### config.mk
export PLATFORM = sky130hd
export DESIGN_NAME = inline_part_marker_segmenter
export DESIGN_NICKNAME = d
export VERILOG_FILES = /design/src/rtl/ipms_pkg.sv /design/src/rtl/ipms_front.sv /design/src/rtl/ipms_queue.sv /design/src/rtl/ipms_back.sv /design/src/rtl/inline_part_marker_segmenter.sv
export SDC_FILE = /design/constraint.sdc
export NUM_CORES = 1
export LEC_CHECK = 0
export BUFFER_PORTS_ARGS = -buffer_cell sky130_fd_sc_hd__buf_4
export CAP_MARGIN = 30
export CORE_UTILIZATION = 35
export DETAILED_ROUTE_END_ITERATION = 10
export PLACE_DENSITY_LB_ADDON = 0.12
export SYNTH_ARGS = -nofsm -noshare
export SYNTH_HDL_FRONTEND = slang
export SYNTH_SLANG_ARGS = --single-unit
### constraint.sdc
create_clock -name clk -period 13 [get_ports clk]
set_input_delay 0.65 -clock clk [delete_from_list [all_inputs] [get_ports clk]]
set_output_delay 0.65 -clock clk [all_outputs]
set_load 0.01 [all_outputs]
### src/rtl/ipms_pkg.sv
`default_nettype none

package ipms_pkg;

	// Kind of an emitted part, which is also the segmenter's current mode.
	typedef enum logic [2:0] {
		KIND_PLAIN   = 3'd0,
		KIND_BINHEX  = 3'd1,
		KIND_PS      = 3'd2,
		KIND_PGP_SIG = 3'd3,
		KIND_PGP_MSG = 3'd4
	} kind_t;

	// Marker indexes into the alive mask.
	localparam int NMARK = 7;
	localparam logic [2:0] MK_BINHEX_OPEN = 3'd0;
	localparam logic [2:0] MK_PS_OPEN     = 3'd1;
	localparam logic [2:0] MK_SIG_OPEN    = 3'd2;
	localparam logic [2:0] MK_MSG_OPEN    = 3'd3;
	localparam logic [2:0] MK_SIG_CLOSE   = 3'd4;
	localparam logic [2:0] MK_MSG_CLOSE   = 3'd5;
	localparam logic [2:0] MK_EOF         = 3'd6;

	// Bit of the alive mask that stays set until a NUL locks the whitespace tail.
	localparam int TAIL_FREE_BIT = 7;

	localparam logic [5:0] MK_LEN [NMARK] = '{6'd45, 6'd11, 6'd34, 6'd27, 6'd27, 6'd25, 6'd5};
	// The PGP markers only allow whitespace after them on their line, up to a NUL.
	localparam logic [NMARK-1:0] MK_TAIL = 7'b0111100;

	localparam logic [8*45-1:0] MK_STR_BINHEX_OPEN =
		"(This file must be converted with BinHex 4.0)";
	localparam logic [8*11-1:0] MK_STR_PS_OPEN =
		{"%!PS-", 8'h41, 8'h64, 8'h6f, 8'h62, 8'h65, "-"};
	localparam logic [8*34-1:0] MK_STR_SIG_OPEN = "-----BEGIN PGP SIGNED MESSAGE-----";
	localparam logic [8*27-1:0] MK_STR_MSG_OPEN = "-----BEGIN PGP MESSAGE-----";
	localparam logic [8*27-1:0] MK_STR_SIG_CLOSE = "-----END PGP SIGNATURE-----";
	localparam logic [8*25-1:0] MK_STR_MSG_CLOSE = "-----END PGP MESSAGE-----";
	localparam logic [8*5-1:0] MK_STR_EOF = "%%EOF";

	localparam logic [7:0] CHAR_NL    = 8'd10;
	localparam logic [7:0] CHAR_TAB   = 8'd9;
	localparam logic [7:0] CHAR_CR    = 8'd13;
	localparam logic [7:0] CHAR_SPACE = 8'd32;
	localparam logic [7:0] CHAR_NUL   = 8'd0;
	localparam logic [7:0] CHAR_COLON = 8'd58;

	localparam logic [5:0] COL_MAX = 6'd63;

	localparam int QUEUE_DEPTH = 4;
	localparam int QPTR_BITS = 2;

	typedef struct packed {
		logic [31:0] part_begin;
		logic [31:0] part_end;
		kind_t       part_kind;
		logic        closed_by_marker;
		logic        stream_done;
	} part_t;

	// Up to two results caused by one input byte.
	typedef struct packed {
		logic [1:0] count;
		part_t      part0;
		part_t      part1;
	} entry_t;

	// Character of a marker at a given column; only meaningful below its length.
	function automatic logic [7:0] mk_char(input logic [2:0] idx, input logic [5:0] col);
		logic [7:0] ch;
		ch = CHAR_NUL;
		unique case (idx)
			MK_BINHEX_OPEN: if (col < 6'd45) ch = MK_STR_BINHEX_OPEN[(6'd44 - col) * 8 +: 8];
			MK_PS_OPEN:     if (col < 6'd11) ch = MK_STR_PS_OPEN[(6'd10 - col) * 8 +: 8];
			MK_SIG_OPEN:    if (col < 6'd34) ch = MK_STR_SIG_OPEN[(6'd33 - col) * 8 +: 8];
			MK_MSG_OPEN:    if (col < 6'd27) ch = MK_STR_MSG_OPEN[(6'd26 - col) * 8 +: 8];
			MK_SIG_CLOSE:   if (col < 6'd27) ch = MK_STR_SIG_CLOSE[(6'd26 - col) * 8 +: 8];
			MK_MSG_CLOSE:   if (col < 6'd25) ch = MK_STR_MSG_CLOSE[(6'd24 - col) * 8 +: 8];
			MK_EOF:         if (col < 6'd5) ch = MK_STR_EOF[(6'd4 - col) * 8 +: 8];
			default:        ch = CHAR_NUL;
		endcase
		return ch;
	endfunction

	function automatic logic is_lwsp(input logic [7:0] b);
		return (b == CHAR_SPACE) || (b == CHAR_TAB) || (b == CHAR_CR) || (b == CHAR_NL);
	endfunction

endpackage

`default_nettype wire

### src/rtl/ipms_front.sv
`default_nettype none

module ipms_front
	import ipms_pkg::*;
#(
	parameter int OFFSET_BITS = 32
) (
	input  wire logic        clk,
	input  wire logic        arst_n,
	input  wire logic        byte_valid,
	output logic             byte_stall,
	input  wire logic [7:0]  text_byte,
	input  wire logic        is_final,
	input  wire logic        q_full,
	output logic             push,
	output entry_t           push_entry
);

	kind_t                  mode_q;
	logic [OFFSET_BITS-1:0] pos_q;
	logic [OFFSET_BITS-1:0] pstart_q;
	logic [OFFSET_BITS-1:0] lstart_q;
	logic [5:0]             col_q;
	logic [7:0]             alive_q;
	logic [7:0]             prev_q;

	logic                   acc;
	logic                   is_nl;
	logic                   do_le;
	logic [OFFSET_BITS-1:0] end_v;
	logic [7:0]             alive_t;
	logic [5:0]             col_t;
	logic [7:0]             prev_t;
	logic                   lock;
	logic [NMARK-1:0]       fullv;
	kind_t                  next_mode;
	kind_t                  mode_le;
	logic                   close;
	logic [OFFSET_BITS-1:0] ps_le;
	logic                   a_valid;
	logic                   b_valid;
	part_t                  a_part;
	part_t                  b_part;

	function automatic logic [31:0] low32(input logic [OFFSET_BITS-1:0] v);
		logic [63:0] w;
		w = 64'(v);
		return w[31:0];
	endfunction

	assign byte_stall = q_full;
	assign acc        = byte_valid && !byte_stall;
	assign is_nl      = (text_byte == CHAR_NL);
	assign do_le      = is_nl || is_final;
	assign end_v      = (pos_q == '1) ? pos_q : pos_q + 1'b1;

	// Prefix matching of the current byte against every marker still alive.
	always_comb begin
		alive_t = alive_q;
		col_t   = col_q;
		prev_t  = prev_q;
		lock    = 1'b0;
		if (!is_nl) begin
			for (int i = 0; i < NMARK; i++) begin
				if (alive_q[i]) begin
					if (col_q < MK_LEN[i]) begin
						if (mk_char(3'(i), col_q) != text_byte) alive_t[i] = 1'b0;
					end else if (MK_TAIL[i] && alive_q[TAIL_FREE_BIT]) begin
						if (text_byte == CHAR_NUL) lock = 1'b1;
						else if (!is_lwsp(text_byte)) alive_t[i] = 1'b0;
					end
				end
			end
			if (lock) alive_t[TAIL_FREE_BIT] = 1'b0;
			if (col_q != COL_MAX) col_t = col_q + 6'd1;
			prev_t = text_byte;
		end
		for (int i = 0; i < NMARK; i++) begin
			fullv[i] = alive_t[i] && (col_t >= MK_LEN[i]);
		end
	end

	// Line end decision and the results it causes.
	always_comb begin
		next_mode = KIND_PLAIN;
		close     = 1'b0;
		mode_le   = mode_q;
		ps_le     = pstart_q;
		a_valid   = 1'b0;
		a_part    = '0;
		if (do_le) begin
			unique case (mode_q)
				KIND_PLAIN: begin
					if (fullv[MK_BINHEX_OPEN])   next_mode = KIND_BINHEX;
					else if (fullv[MK_PS_OPEN])  next_mode = KIND_PS;
					else if (fullv[MK_SIG_OPEN]) next_mode = KIND_PGP_SIG;
					else if (fullv[MK_MSG_OPEN]) next_mode = KIND_PGP_MSG;
					if (next_mode != KIND_PLAIN) begin
						a_valid           = (lstart_q != pstart_q);
						a_part.part_begin = low32(pstart_q);
						a_part.part_end   = low32(lstart_q);
						a_part.part_kind  = KIND_PLAIN;
						ps_le             = lstart_q;
						mode_le           = next_mode;
					end
				end
				KIND_BINHEX:  close = (col_t != 6'd0) && (prev_t == CHAR_COLON);
				KIND_PS:      close = fullv[MK_EOF];
				KIND_PGP_SIG: close = fullv[MK_SIG_CLOSE];
				KIND_PGP_MSG: close = fullv[MK_MSG_CLOSE];
				default:      mode_le = KIND_PLAIN;
			endcase
			if (close) begin
				a_valid                 = (end_v != pstart_q);
				a_part.part_begin       = low32(pstart_q);
				a_part.part_end         = low32(end_v);
				a_part.part_kind        = mode_q;
				a_part.closed_by_marker = 1'b1;
				ps_le                   = end_v;
				mode_le                 = KIND_PLAIN;
			end
		end
		// The final byte flushes whatever is left as plain text.
		b_valid                 = is_final && (ps_le != end_v);
		b_part.part_begin       = low32(ps_le);
		b_part.part_end         = low32(end_v);
		b_part.part_kind        = KIND_PLAIN;
		b_part.closed_by_marker = 1'b0;
		b_part.stream_done      = 1'b1;
		a_part.stream_done      = is_final && !b_valid;
	end

	always_comb begin
		push_entry.count = {1'b0, a_valid} + {1'b0, b_valid};
		push_entry.part0 = a_valid ? a_part : b_part;
		push_entry.part1 = b_part;
		push             = acc && (a_valid || b_valid);
	end

	always_ff @(posedge clk or negedge arst_n) begin
		if (!arst_n) begin
			mode_q   <= KIND_PLAIN;
			pos_q    <= '0;
			pstart_q <= '0;
			lstart_q <= '0;
			col_q    <= '0;
			alive_q  <= '1;
			prev_q   <= '0;
		end else if (acc) begin
			if (is_final) begin
				// A new stream starts from offset zero with the next beat.
				mode_q   <= KIND_PLAIN;
				pos_q    <= '0;
				pstart_q <= '0;
				lstart_q <= '0;
				col_q    <= '0;
				alive_q  <= '1;
				prev_q   <= '0;
			end else begin
				pos_q  <= end_v;
				prev_q <= prev_t;
				if (do_le) begin
					mode_q   <= mode_le;
					pstart_q <= ps_le;
					lstart_q <= end_v;
					col_q    <= '0;
					alive_q  <= '1;
				end else begin
					col_q   <= col_t;
					alive_q <= alive_t;
				end
			end
		end
	end

endmodule

`default_nettype wire

### src/rtl/ipms_queue.sv
`default_nettype none

module ipms_queue
	import ipms_pkg::*;
(
	input  wire logic    clk,
	input  wire logic    arst_n,
	input  wire logic    push,
	input  wire entry_t  push_entry,
	output logic         full,
	output logic         head_valid,
	output entry_t       head_entry,
	input  wire logic    pop
);

	entry_t               mem_q [QUEUE_DEPTH];
	logic [QPTR_BITS-1:0] wr_ptr_q;
	logic [QPTR_BITS-1:0] rd_ptr_q;
	logic [QPTR_BITS:0]   count_q;

	assign full       = (count_q == (QPTR_BITS + 1)'(QUEUE_DEPTH));
	assign head_valid = (count_q != '0);
	assign head_entry = mem_q[rd_ptr_q];

	always_ff @(posedge clk) begin
		if (push) mem_q[wr_ptr_q] <= push_entry;
	end

	always_ff @(posedge clk or negedge arst_n) begin
		if (!arst_n) begin
			wr_ptr_q <= '0;
			rd_ptr_q <= '0;
			count_q  <= '0;
		end else begin
			if (push) wr_ptr_q <= wr_ptr_q + 1'b1;
			if (pop) rd_ptr_q <= rd_ptr_q + 1'b1;
			if (push && !pop) count_q <= count_q + 1'b1;
			else if (pop && !push) count_q <= count_q - 1'b1;
		end
	end

endmodule

`default_nettype wire

### src/rtl/ipms_back.sv
`default_nettype none

module ipms_back
	import ipms_pkg::*;
(
	input  wire logic    clk,
	input  wire logic    arst_n,
	input  wire logic    head_valid,
	input  wire entry_t  head_entry,
	output logic         pop,
	output logic         part_valid,
	input  wire logic    part_stall,
	output logic [31:0]  part_begin,
	output logic [31:0]  part_end,
	output logic [2:0]   part_kind,
	output logic         closed_by_marker,
	output logic         stream_done
);

	logic  valid_q;
	logic  sub_q;
	part_t out_q;
	part_t sel;
	logic  can_load;
	logic  last;

	// The output register may be refilled when empty or when its beat is taken.
	assign can_load = !valid_q || !part_stall;
	assign sel      = sub_q ? head_entry.part1 : head_entry.part0;
	assign last     = sub_q || (head_entry.count == 2'd1);
	assign pop      = can_load && head_valid && last;

	always_ff @(posedge clk or negedge arst_n) begin
		if (!arst_n) begin
			valid_q <= 1'b0;
			sub_q   <= 1'b0;
		end else if (can_load) begin
			valid_q <= head_valid;
			if (head_valid) sub_q <= !last;
		end
	end

	always_ff @(posedge clk) begin
		if (can_load && head_valid) out_q <= sel;
	end

	assign part_valid       = valid_q;
	assign part_begin       = out_q.part_begin;
	assign part_end         = out_q.part_end;
	assign part_kind        = out_q.part_kind;
	assign closed_by_marker = out_q.closed_by_marker;
	assign stream_done      = out_q.stream_done;

endmodule

`default_nettype wire

### src/rtl/inline_part_marker_segmenter.sv
// Inline part marker segmenter.
// The byte channel (byte_valid, byte_stall, text_byte, is_final) takes one byte of a
// text stream per beat; is_final marks the last byte and flushes the stream.
// The part channel (part_valid, part_stall, part_begin, part_end, part_kind,
// closed_by_marker, stream_done) gives each non-empty part found by the whole-line
// markers, at most two parts per input byte, in stream order.
// Throughput: one byte per cycle while the queue is not full. The front end keeps
// the per-line matching state and classifies every byte combinationally;
// the back end sends one part per cycle unless part_stall holds it. A part is queued
// with its byte's beat, then goes to the output register; a second part follows it.
// A four-entry queue sits between front and back. When the receiver stalls, parts
// pile up there and byte_stall rises only once the queue is full; bytes that cause
// no part do not use the queue.
// After the final byte all offsets and matching state return to their reset values.
// Reset (arst_n low) empties the queue and the output register and starts a new
// stream at offset zero. Offsets are counted in OFFSET_BITS bits and saturate.
`default_nettype none

module inline_part_marker_segmenter
	import ipms_pkg::*;
#(
	parameter int OFFSET_BITS = 32
) (
	input  wire logic        clk,
	input  wire logic        arst_n,
	input  wire logic        byte_valid,
	output logic             byte_stall,
	input  wire logic [7:0]  text_byte,
	input  wire logic        is_final,
	output logic             part_valid,
	input  wire logic        part_stall,
	output logic [31:0]      part_begin,
	output logic [31:0]      part_end,
	output logic [2:0]       part_kind,
	output logic             closed_by_marker,
	output logic             stream_done
);

	logic   q_full;
	logic   push;
	entry_t push_entry;
	logic   head_valid;
	entry_t head_entry;
	logic   pop;

	ipms_front #(
		.OFFSET_BITS(OFFSET_BITS)
	) u_front (
		.clk        (clk),
		.arst_n     (arst_n),
		.byte_valid (byte_valid),
		.byte_stall (byte_stall),
		.text_byte  (text_byte),
		.is_final   (is_final),
		.q_full     (q_full),
		.push       (push),
		.push_entry (push_entry)
	);

	ipms_queue u_queue (
		.clk        (clk),
		.arst_n     (arst_n),
		.push       (push),
		.push_entry (push_entry),
		.full       (q_full),
		.head_valid (head_valid),
		.head_entry (head_entry),
		.pop        (pop)
	);

	ipms_back u_back (
		.clk              (clk),
		.arst_n           (arst_n),
		.head_valid       (head_valid),
		.head_entry       (head_entry),
		.pop              (pop),
		.part_valid       (part_valid),
		.part_stall       (part_stall),
		.part_begin       (part_begin),
		.part_end         (part_end),
		.part_kind        (part_kind),
		.closed_by_marker (closed_by_marker),
		.stream_done      (stream_done)
	);

endmodule

`default_nettype wire

Yosys cells after proc, flatten, opt, wreduce, memory -nomap -nowiden:

Memories as Yosys holds them, arrays and structs flattened.
Index checks and enable logic that the tools add are counted.

* bits in registers: 199
* memory bits (writable): 540
* bits of input ports: 13
* output and inout bits: 71
* word-level logic and storage cells: 229
* memories: 1

* add/sub/neg operators: 13
* $lt $le $gt $ge: 12
* equality and inequality tests: 26
* shifts and indexed selects: 7
* multiplexer cells: 109
* reductions and logical operators: 43

Memories
* u_queue.mem_q: depth 4, width 135, rd ports 1, clocked after Yosys merged registers in 0, wr ports 1, RTL line ipms_queue.sv:16 `entry_t mem_q [QUEUE_DEPTH];`

Operators by type and width (count)
* $shiftx A216 B33 Y8 const A: 2
* $shiftx A360 B33 Y8 const A: 1
* $mux W32: 10
* $shiftx A272 B33 Y8 const A: 1
* $mux W8: 26
* $shiftx A200 B33 Y8 const A: 1
* $mux W69: 2
* $mux W68: 2
* $mux W67: 2
* $ne A32 B32 Y1: 3
* $shiftx A88 B33 Y8 const A: 1
* $ne A8 B8 Y1: 7
* $mux W1: 49
* $shiftx A40 B33 Y8 const A: 1
* $mux W3: 12
* $add A32 B1 Y32 const B: 1
* $eq A32 B32 Y1 const B: 1
* $eq A8 B4 Y1 const B: 3
* $mux W6: 4
* $eq A8 B6 Y1 const B: 2
* $logic_and A1 B1 Y1: 16
* $sub A5 B6 Y7 const A: 2
* $sub A6 B6 Y7 const A: 2
* $ge A6 B5 Y1 const B: 2
* other kinds (35): 57

Longest topological paths before layout:

Gate-level depths: netlist of run 1.

* word-level depth: 40
* mapped depth: 36
* depth with buffers taken out: 26

Cells and area by module:

A second synthesis of run 1 with hierarchy kept.

* cells, all modules: 2822
* area total of the unflattened synthesis: 37840.0 um2

By module, submodules not included
* ipms_queue: instances 1, cells an instance 766, area an instance 20581.0 um2, seq. area each 16991.3 um2
* ipms_front: instances 1, cells an instance 1901, area an instance 13907.1 um2, seq. area each 3037.9 um2
* ipms_back: instances 1, cells an instance 155, area an instance 3352.0 um2, seq. area each 2122.0 um2

Least setup slack after synthesis of run 1:

OpenSTA, ideal clock, no wires.

* path kind: reg-to-reg
* from: register u_front.col_q[0]
* to: memory u_queue.mem_q[0][0] (netlist bit), enable pin
* library setup time: 0.510 ns
* data arrival time: 8.675 ns
* required time: 12.490 ns
* path slack: 3.815 ns
* stages on the path, launching flop included: 27
* buffers on the path: 7
* clock period less this slack: 9.185 ns
* path through: dfrtp_1 buf_6 buf_2 inv_1 buf_2 buf_1 ha_1 buf_4 nor2b_1 o21ai_0 and2_1 nor4_1 mux2_1 nand4_1 nor4_1 or4b_1 buf_2 o311a_1 buf_4 o221ai_1 xnor2_1 nor2_1 nand4_1 o31ai_1 ha_1 nor2_1 and2_1

* longest elaborated chain between the ends: 28
* elaborated cells on any way between the ends: 111
* those cells by class: 7 x add/sub; 12 x order compare; 9 x eq/ne; 7 x shift; 63 x mux; 13 x reduce/logical

Ends and longest elaborated chain
* start, declared: RTL line ipms_front.sv:23 `logic [5:0] col_q;`
* start signal, assigned: RTL line ipms_front.sv:169 `col_q <= col_t;`
* $sub A5 B6 Y7: RTL line ipms_pkg.sv:76, ipms_pkg.sv:77
* $shiftx A216 B33 Y8: RTL line ipms_pkg.sv:76 `MK_MSG_OPEN: if (col < 6'd27) ch = MK_STR_MSG_OPEN[(6'd26 - col) * 8 +: 8];`
* $mux W8: RTL line ipms_front.sv:66 `if (col_q < MK_LEN[i]) begin`
* $mux W8: RTL line ipms_front.sv:65 `if (alive_q[i]) begin`
* $mux W8: RTL line ipms_front.sv:63 `if (!is_nl) begin`
* $ne A8 B8 Y1: RTL line ipms_front.sv:67 `if (mk_char(3'(i), col_q) != text_byte) alive_t[i] = 1'b0;`
* $mux W1: RTL line ipms_front.sv:67
* $mux W1: RTL line ipms_front.sv:66
* (+13 left out)
* $mux W32: RTL line ipms_front.sv:91 `if (do_le) begin`
* $ne A32 B32 Y1: RTL line ipms_front.sv:124 `b_valid = is_final && (ps_le != end_v);`
* $logic_and A1 B1 Y1: RTL line ipms_front.sv:124
* $logic_or A1 B1 Y1 (*): RTL line ipms_front.sv:137 `push = acc && (a_valid || b_valid);`
* $logic_and A1 B1 Y1 (*): RTL line ipms_front.sv:137
* named net push: RTL line inline_part_marker_segmenter.sv:40 `logic push;`
* $mux W1 (*): RTL line ipms_queue.sv:26 `if (push) mem_q[wr_ptr_q] <= push_entry;`
* $mux W1 (not written as such) (*): RTL line ipms_queue.sv:26
* end, declared: RTL line ipms_queue.sv:16

The timed path passes the listed nets; every way through them passes the cells marked *. The select of a mux whose other input is x is not followed.

Final worst setup path of run 1:

* from: register u_front.col_q[1]
* to: memory u_queue.mem_q[1][127] (netlist bit), enable pin

The elaborated chain is that of the path after synthesis.

==> results.ini, run 1 <==
[cts]
worst_skew_pair.late_latency_ns = 0.64
post_cts.resized_instances = 0
cts_num_sinks = 739
clk_pin_slew_worst_setup_hold_paths_ns = 0.06
cts_tree = yes
cts-root-buf = sky130_fd_sc_hd__clkbuf_16
cts.hold.buffers_added = 0
ctsLongestPathBuffers = 3
postCtsSetupBuffers = 0
htree_levels = 3
cts-buffers-inserted = 83

[status]
status = finished, final reports clean

[floorplan]
boundaryPins = 84
die_height_um = 325
core-area_sq_um = 103000
dieWidth_um = 325
die_area_sq_um = 106000
row_count = 118
initial_core_util = 0.353

[placement]
post-place-ws_ns = 3.03
dpl.hpwl_um = 81600
globalplace.congestion = 0.951
io_buffer_count = 83

[timing]
worst_slew_margin_rel = 0.321
achievable-frequency_mhz = 98.0
finalSetupViolations = 0
fin_skew_ns = 0.0286
final_max_tran_viols = 0
final.min_clock_period_ns = 10.20
final_critical_path_setup_slack_ns = 2.80
report.final.hold_viol_count = 0
unrepaired_setup_endpoints_after_global_routing = no
worstMarginPinSlew_ns = 1.01
tns_ns = 0
min_period_over_period = 0.785

[drt]
firstDrtPassIters = 5
routed_length_per_instance_um = 28.2
iteration_0_drc_markers = 2193
drc_errors = 0
vias = 24800
route.final.wire_length_um = 120000
drtAntennaViolNets = 0
routed_via_density = 5.83

[worst_setup_path]
r2r-end = u_queue.mem_q[1][127]
worst_r2r_path_depth = 23
critical_path.max_fanout = 71
reg2reg_from = u_front.col_q[1]
critPathMaxStageDelay_ns = 0.96
worstSetupStartpointType = flip-flop
slowest_stage = sky130_fd_sc_hd__dfrtp_1
criticalPathCategory = flip-flop to flip-flop
critical_path_cell_list = clkinv_1 -> ha_1 -> buf_4 -> inv_2 -> nand3_1 -> a21oi_1 -> a31oi_1 -> and3_1 -> or4_1 -> nor4_1 -> or4b_1 -> or2b_1 -> o311a_1 -> buf_4 -> o22ai_1 -> o21ai_0 -> nor4_2 -> a31oi_1 -> o31ai_1 -> ha_1 -> nor2_1 -> and2_4 -> buf_12
critical_path.endpoint_type = flip-flop
cp_data_required_time_ns = 13.26
reg2reg_setup_slack_ns = 2.80
critical_path_arrival_ns = 10.46

[yosys]
yosysUniqueCellTypes = 112
syn-mean-instance-area_sq_um = 13.1
synth_seq_cells = 739
yosysSeqAreaShare = 0.589
post_synth_main_area_contributors = sky130_fd_sc_hd__edfxtp_1 50%, sky130_fd_sc_hd__dfrtp_1 8.3%, sky130_fd_sc_hd__mux4_2 8.2%
synth_largest_area_cell = sky130_fd_sc_hd__edfxtp_1
postSynth.asyncResetShare = 0.176
synth_nets = 2817
syn_inst = 2788
yosys_warnings = 0
synth-edff-count = 609
yosysTopAreaCellShare = 0.500
synthFlopType = sky130_fd_sc_hd__edfxtp_1
mappedNetlistArea_sq_um = 36600

[pwr]
p_leak_nw = 14.4
power_density_nw_per_um2 = 210
fin_total_pwr_w = 0.00866
worst_ir_drop_vdd_uv = 193

[finish]
layout_commonest_cell = sky130_fd_sc_hd__edfxtp_1
layout_common_cells = 609 x sky130_fd_sc_hd__edfxtp_1, 198 x sky130_fd_sc_hd__o21ai_0, 187 x sky130_fd_sc_hd__nand2_1, 151 x sky130_fd_sc_hd__buf_4, 133 x sky130_fd_sc_hd__mux4_2
synthToLayoutAreaGrowth_pct = 13.0
layout-drive-gt1-share = 0.199
nNetsFinal = 2835

[global_routing]
antenna_found_initial = 3
grt-ovfl-total = 0
grt_util_all_layers = 0.225
grt_pass1_vias = 25100
grt_pass1_wl_um = 177000
pin_count_of_the_biggest_net_entering_global_routing = 99

[flow_run]
timing.max_cap.violations = 0

[hold_path]
holdCritPathClass = input pin to async pin

==> cells by family (layout without fill, tap and decap cells) <==
| logic type | after synthesis | after routing | share of synthesized area |
|---|---|---|---|
| simple gates | 673 | 673 | 0.0938 |
| compound gates | 658 | 658 | 0.123 |
| flops | 739 | 739 | 0.589 |
| mux | 232 | 232 | 0.112 |
| fa+ha+maj | 17 | 17 | 0.00595 |
| buf+inv | 311 | 395 | 0.0370 |
| other cells | 0 | 1 | 0 |
| xor+xnor | 158 | 158 | 0.0392 |
==> synth_stat cells (all sizes together) (39+ instances only) <==
library cell  count
dfrtp           122
nand3            92
nand2           190
clkbuf          141
a21oi            86
xnor2           117
inv              74
nor3             47
nor2            126
mux4            133
edfxtp          609
mux2             73
buf              93
xor2             39
o21ai           203
==> routing by layer <==
layer  vias up  global-route usage  wire length [um]
met5         -                   0                 0
met4         0              0.0787              3910
met3       202              0.0291              5870
met2       855               0.381             59500
met1     12900               0.296             50800
li1      10900                   -                 -
==> state kept, by name, summed over array words and instances (netlist names) <==
| name | count |
|---|---|
| u_back.part_begin | 32 |
| u_queue.count_q | 3 |
| u_front.lstart_q | 32 |
| u_queue.mem_q | 540 |
| u_front.col_q | 6 |
| u_front.prev_q | 8 |
| u_front.pstart_q | 32 |
| u_front.alive_q | 8 |
| u_back.part_valid | 1 |
| u_queue.rd_ptr_q | 2 |
| u_queue.wr_ptr_q | 2 |
| u_back.part_end | 32 |
| u_front.mode_q | 3 |
| u_back.closed_by_marker | 1 |
| u_back.stream_done | 1 |
| u_back.part_kind | 3 |
| u_front.pos_q | 32 |
| u_back.sub_q | 1 |
==> how the worst max path moves through the flow <==
stage | slack [ns] | to | start
after floorplan | 3.81 | u_queue.mem_q[0][0] | u_front.col_q[0]
after global placement | 3.14 | u_queue.mem_q[1][63] | u_front.col_q[1]
after detailed placement | 3.03 | u_queue.mem_q[3][2] | u_front.col_q[1]
after CTS | 2.99 | u_queue.mem_q[3][128] | u_front.col_q[1]
after global routing | 2.25 | u_queue.mem_q[1][63] | u_front.col_q[1]
final | 2.80 | u_queue.mem_q[1][127] | u_front.col_q[1]
==> worst max-delay path, delay by kind of cell (launching register included) <==
family	cells	cell delay (ns)
simple gates	9	3.95
buf+inv	5	2.09
compound gates	7	1.78
flops	1	0.96
fa+ha+maj	2	0.90
==> area by class of cell <==
class	instances	area, sq um
fillers	9739	62200
flip-flops and latches	739	21600
multi-input cells	1738	13700
clock buffers	120	2380
well taps	1380	1730
repair buffers	167	1360
inverters	77	289
clock inverters	31	279
diodes	1	2.50
==> where the power goes <==
group          switching (W)  leakage, nW  internal, W  total (W)
logic                0.00193         5.61      0.00130    0.00323
clock network       0.000942         1.30      0.00134    0.00228
registers           0.000165         7.49      0.00299    0.00316
total                0.00303         14.4      0.00563    0.00866
==> stage by stage <==
| step | hold slack (ns) | instance area [sq um] | utilization | cells |
|---|---|---|---|---|
| after CTS | 0.0460 | 41300 | 0.399 | 4249 |
| after global placement | 0.468 | 38600 | 0.373 | 4090 |
| final | 0.0449 | 41300 | 0.399 | 4253 |
| after detailed placement | 0.470 | 38600 | 0.373 | 4098 |
| after global routing | 0.0732 | 41300 | 0.399 | 4252 |
| after floorplan | 0.354 | 36600 | - | 2788 |
No activity file was read; power rests on OpenSTA's default activity.
==> run 2: changes to the inputs <==
--- a/config.mk
+++ b/config.mk
@@ -5,6 +5,7 @@
 export SDC_FILE = /design/constraint.sdc
 export NUM_CORES = 1
 export LEC_CHECK = 0
+export ABC_AREA = 1
 export BUFFER_PORTS_ARGS = -buffer_cell sky130_fd_sc_hd__buf_4
 export CAP_MARGIN = 30
 export CORE_UTILIZATION = 35
==> constraint.sdc (replaced) <==
create_clock -name clk -period 10.1 [get_ports clk]
set_input_delay 0.505 -clock clk [delete_from_list [all_inputs] [get_ports clk]]
set_output_delay 0.505 -clock clk [all_outputs]
set_load 0.01 [all_outputs]
==> results.ini, run 2 <==
[global_routing]
pin_count_of_the_biggest_net_entering_global_routing = 119
grt_pass1_wl_um = 169000
grt-ovfl-total = 0
grt_util_all_layers = 0.213
grt_pass1_vias = 26300
antenna_found_initial = 2

[drt]
drtAntennaViolNets = 0
route.final.wire_length_um = 111000
routed_length_per_instance_um = 21.1
iteration_0_drc_markers = 2358
vias = 27500
drc_errors = 0
firstDrtPassIters = 5
routed_via_density = 5.22

[hold_path]
holdCritPathClass = input pin to flip-flop

[timing]
final.min_clock_period_ns = 8.20
worstMarginPinSlew_ns = 1.02
min_period_over_period = 0.812
unrepaired_setup_endpoints_after_global_routing = no
finalSetupViolations = 0
final_max_tran_viols = 0
hold-worst-slack_ns = 0.0997
worst_slew_margin_rel = 0.316
achievable-frequency_mhz = 122
report.final.hold_viol_count = 0
fin_skew_ns = 0.0414

[cts]
clk_pin_slew_worst_setup_hold_paths_ns = 0.06
cts.hold.buffers_added = 1
cts_tree = yes
postCtsSetupBuffers = 0
cts-buffers-inserted = 86
htree_levels = 3
worst_skew_pair.late_latency_ns = 0.67
cts_num_sinks = 739
cts-root-buf = sky130_fd_sc_hd__clkbuf_16
post_cts.resized_instances = 0
ctsLongestPathBuffers = 3

[finish]
antennaDiodeCount = 0
nNetsFinal = 3855
stdcell_area_sq_um = 41000
register_ranked_first_by_flip_flop_count = u_queue.mem_q
layout-drive-gt1-share = 0.105
layout_common_cells = 730 x sky130_fd_sc_hd__nand2_1, 611 x sky130_fd_sc_hd__nor2_1, 609 x sky130_fd_sc_hd__edfxtp_1, 370 x sky130_fd_sc_hd__o21ai_0, 260 x sky130_fd_sc_hd__nand3_1
synthToLayoutAreaGrowth_pct = 12.8
largest_reg_flops = 540
final_core_utilization = 0.400
layout.cells.non_filler = 5268
layout_commonest_cell = sky130_fd_sc_hd__nand2_1

[yosys]
yosysTopAreaCellShare = 0.504
synth_seq_cells = 739
syn_inst = 3833
yosysUniqueCellTypes = 60
yosysSeqAreaShare = 0.594
post_synth_main_area_contributors = sky130_fd_sc_hd__edfxtp_1 50%, sky130_fd_sc_hd__dfrtp_1 8.4%, sky130_fd_sc_hd__nand2_1 7.6%
netlist_top_cells_count = 732 x sky130_fd_sc_hd__nand2_1, 618 x sky130_fd_sc_hd__nor2_1, 609 x sky130_fd_sc_hd__edfxtp_1, 370 x sky130_fd_sc_hd__o21ai_0, 260 x sky130_fd_sc_hd__nand3_1
yosys_warnings = 0
postSynth.asyncResetShare = 0.176
synth-edff-count = 609
synth_nets = 3862
syn-mean-instance-area_sq_um = 9.47
yosysMostFrequentCell = sky130_fd_sc_hd__nand2_1
synthFlopType = sky130_fd_sc_hd__edfxtp_1
mappedNetlistArea_sq_um = 36300
synth_largest_area_cell = sky130_fd_sc_hd__edfxtp_1

[placement]
place_inst = 5102
dpl.hpwl_um = 70300
io_buffer_count = 83
globalplace.congestion = 0.909
dpl_cell_area_sq_um = 38000

[floorplan]
initial_core_util = 0.355
die_height_um = 324
dieWidth_um = 324
die_area_sq_um = 105000
boundaryPins = 84
row_count = 117
core-area_sq_um = 102000

[worst_setup_path]
critical_path_arrival_ns = 8.52
path_buf_inv = 5
critical_path.max_fanout = 44
worstSetupStartpointType = flip-flop
critical_path.endpoint_type = flip-flop
cp_top_family = simple AND/OR/NAND/NOR gates
slowest_stage = sky130_fd_sc_hd__nor2_1
critPathMaxStageDelay_ns = 0.76
cp_common_cell = sky130_fd_sc_hd__nand2_1
criticalPathCategory = flip-flop to flip-flop
cp_data_required_time_ns = 10.42

[pwr]
p_leak_nw = 16.2
worst_ir_drop_vdd_uv = 127
power_density_nw_per_um2 = 275

[flow_run]
timing.max_cap.violations = 0

[status]
status = finished, final reports clean

==> run 2: cell count changes after synthesis, sizes merged, moves of 30 or more <==
cell   before  now
inv        74  289
nand2     190  778
mux2       73    1
a22o       33    0
o21ai     203  410
buf        93   63
nor2      126  639
o22ai      30  156
a21oi      86   47
xor2       39   86
xnor2     117    3
a31oi      35   65
nand3      92  272
mux4      133    0
==> run 2: logic make-up (layout without fill, tap and decap cells) <==
family          count (synthesis)  after routing  synth area share
simple gates                 1776           1776             0.210
flops                         739            739             0.594
compound gates                696            696             0.108
buf+inv                       516            583            0.0600
xor+xnor                       89             89            0.0225
fa+ha+maj                      16             16           0.00572
mux                             1              1          0.000310
==> run 2: cell type report <==
class                   instances  area (sq um)
inverters                     296          1150
fillers                     10100         61400
well taps                    1368          1710
repair buffers                125          1080
flip-flops and latches        739         21600
clock inverters                45           536
clock buffers                 117          2310
multi-input cells            2578         12600
==> run 2: report_power, final <==
part | internal, W | switching [W]
Clock | 0.00183 | 0.00130
Combinational | 0.00125 | 0.00284
Sequential | 0.00387 | 0.000181
==> run 2: worst min-delay path, cell delays in order <==
cell and delay, ns:
sky130_fd_sc_hd__buf_4 0.07, sky130_fd_sc_hd__nand2_1 0.06, sky130_fd_sc_hd__nand2_1 0.06
==> run 2: per-stage QoR <==
| stage | TNS (ns) | worst slack [ns] | total power [W] |
|---|---|---|---|
| finish | 0 | 1.90 | 0.0113 |
| global route | 0 | 1.38 | 0.0120 |
| CTS | 0 | 2.02 | 0.0114 |
| detailed placement | 0 | 2.06 | 0.00820 |
| global placement | 0 | 2.24 | 0.00822 |
| floorplan | -198.16 | -0.367 | 0.00690 |
==> run 2: path summary, 6_finish.rpt <==
path                            cells past startpoint               start  slack (ns)               endpoint
worst max-delay path                               36    u_front.col_q[0]        1.90  u_queue.mem_q[3][118]
worst min-delay path                                3          part_stall         0.1      u_back.part_valid
worst max register to register                     36    u_front.col_q[0]        1.90  u_queue.mem_q[3][118]
worst min register to register                      2  u_front.alive_q[1]        0.47     u_front.alive_q[1]
max in group asynchronous                           3              arst_n        8.29    u_front.pstart_q[6]
min in group asynchronous                           2              arst_n        0.48    u_queue.wr_ptr_q[1]
==> run 2: routing by layer <==
metal	routed length [um]	share of wire	vias to the layer above	track usage
met5	0	0	-	0
met4	3220	0.029	0	0.0676
met3	5520	0.050	170	0.0270
met2	52100	0.47	777	0.348
met1	50500	0.45	13400	0.294
li1	-	-	13200	-
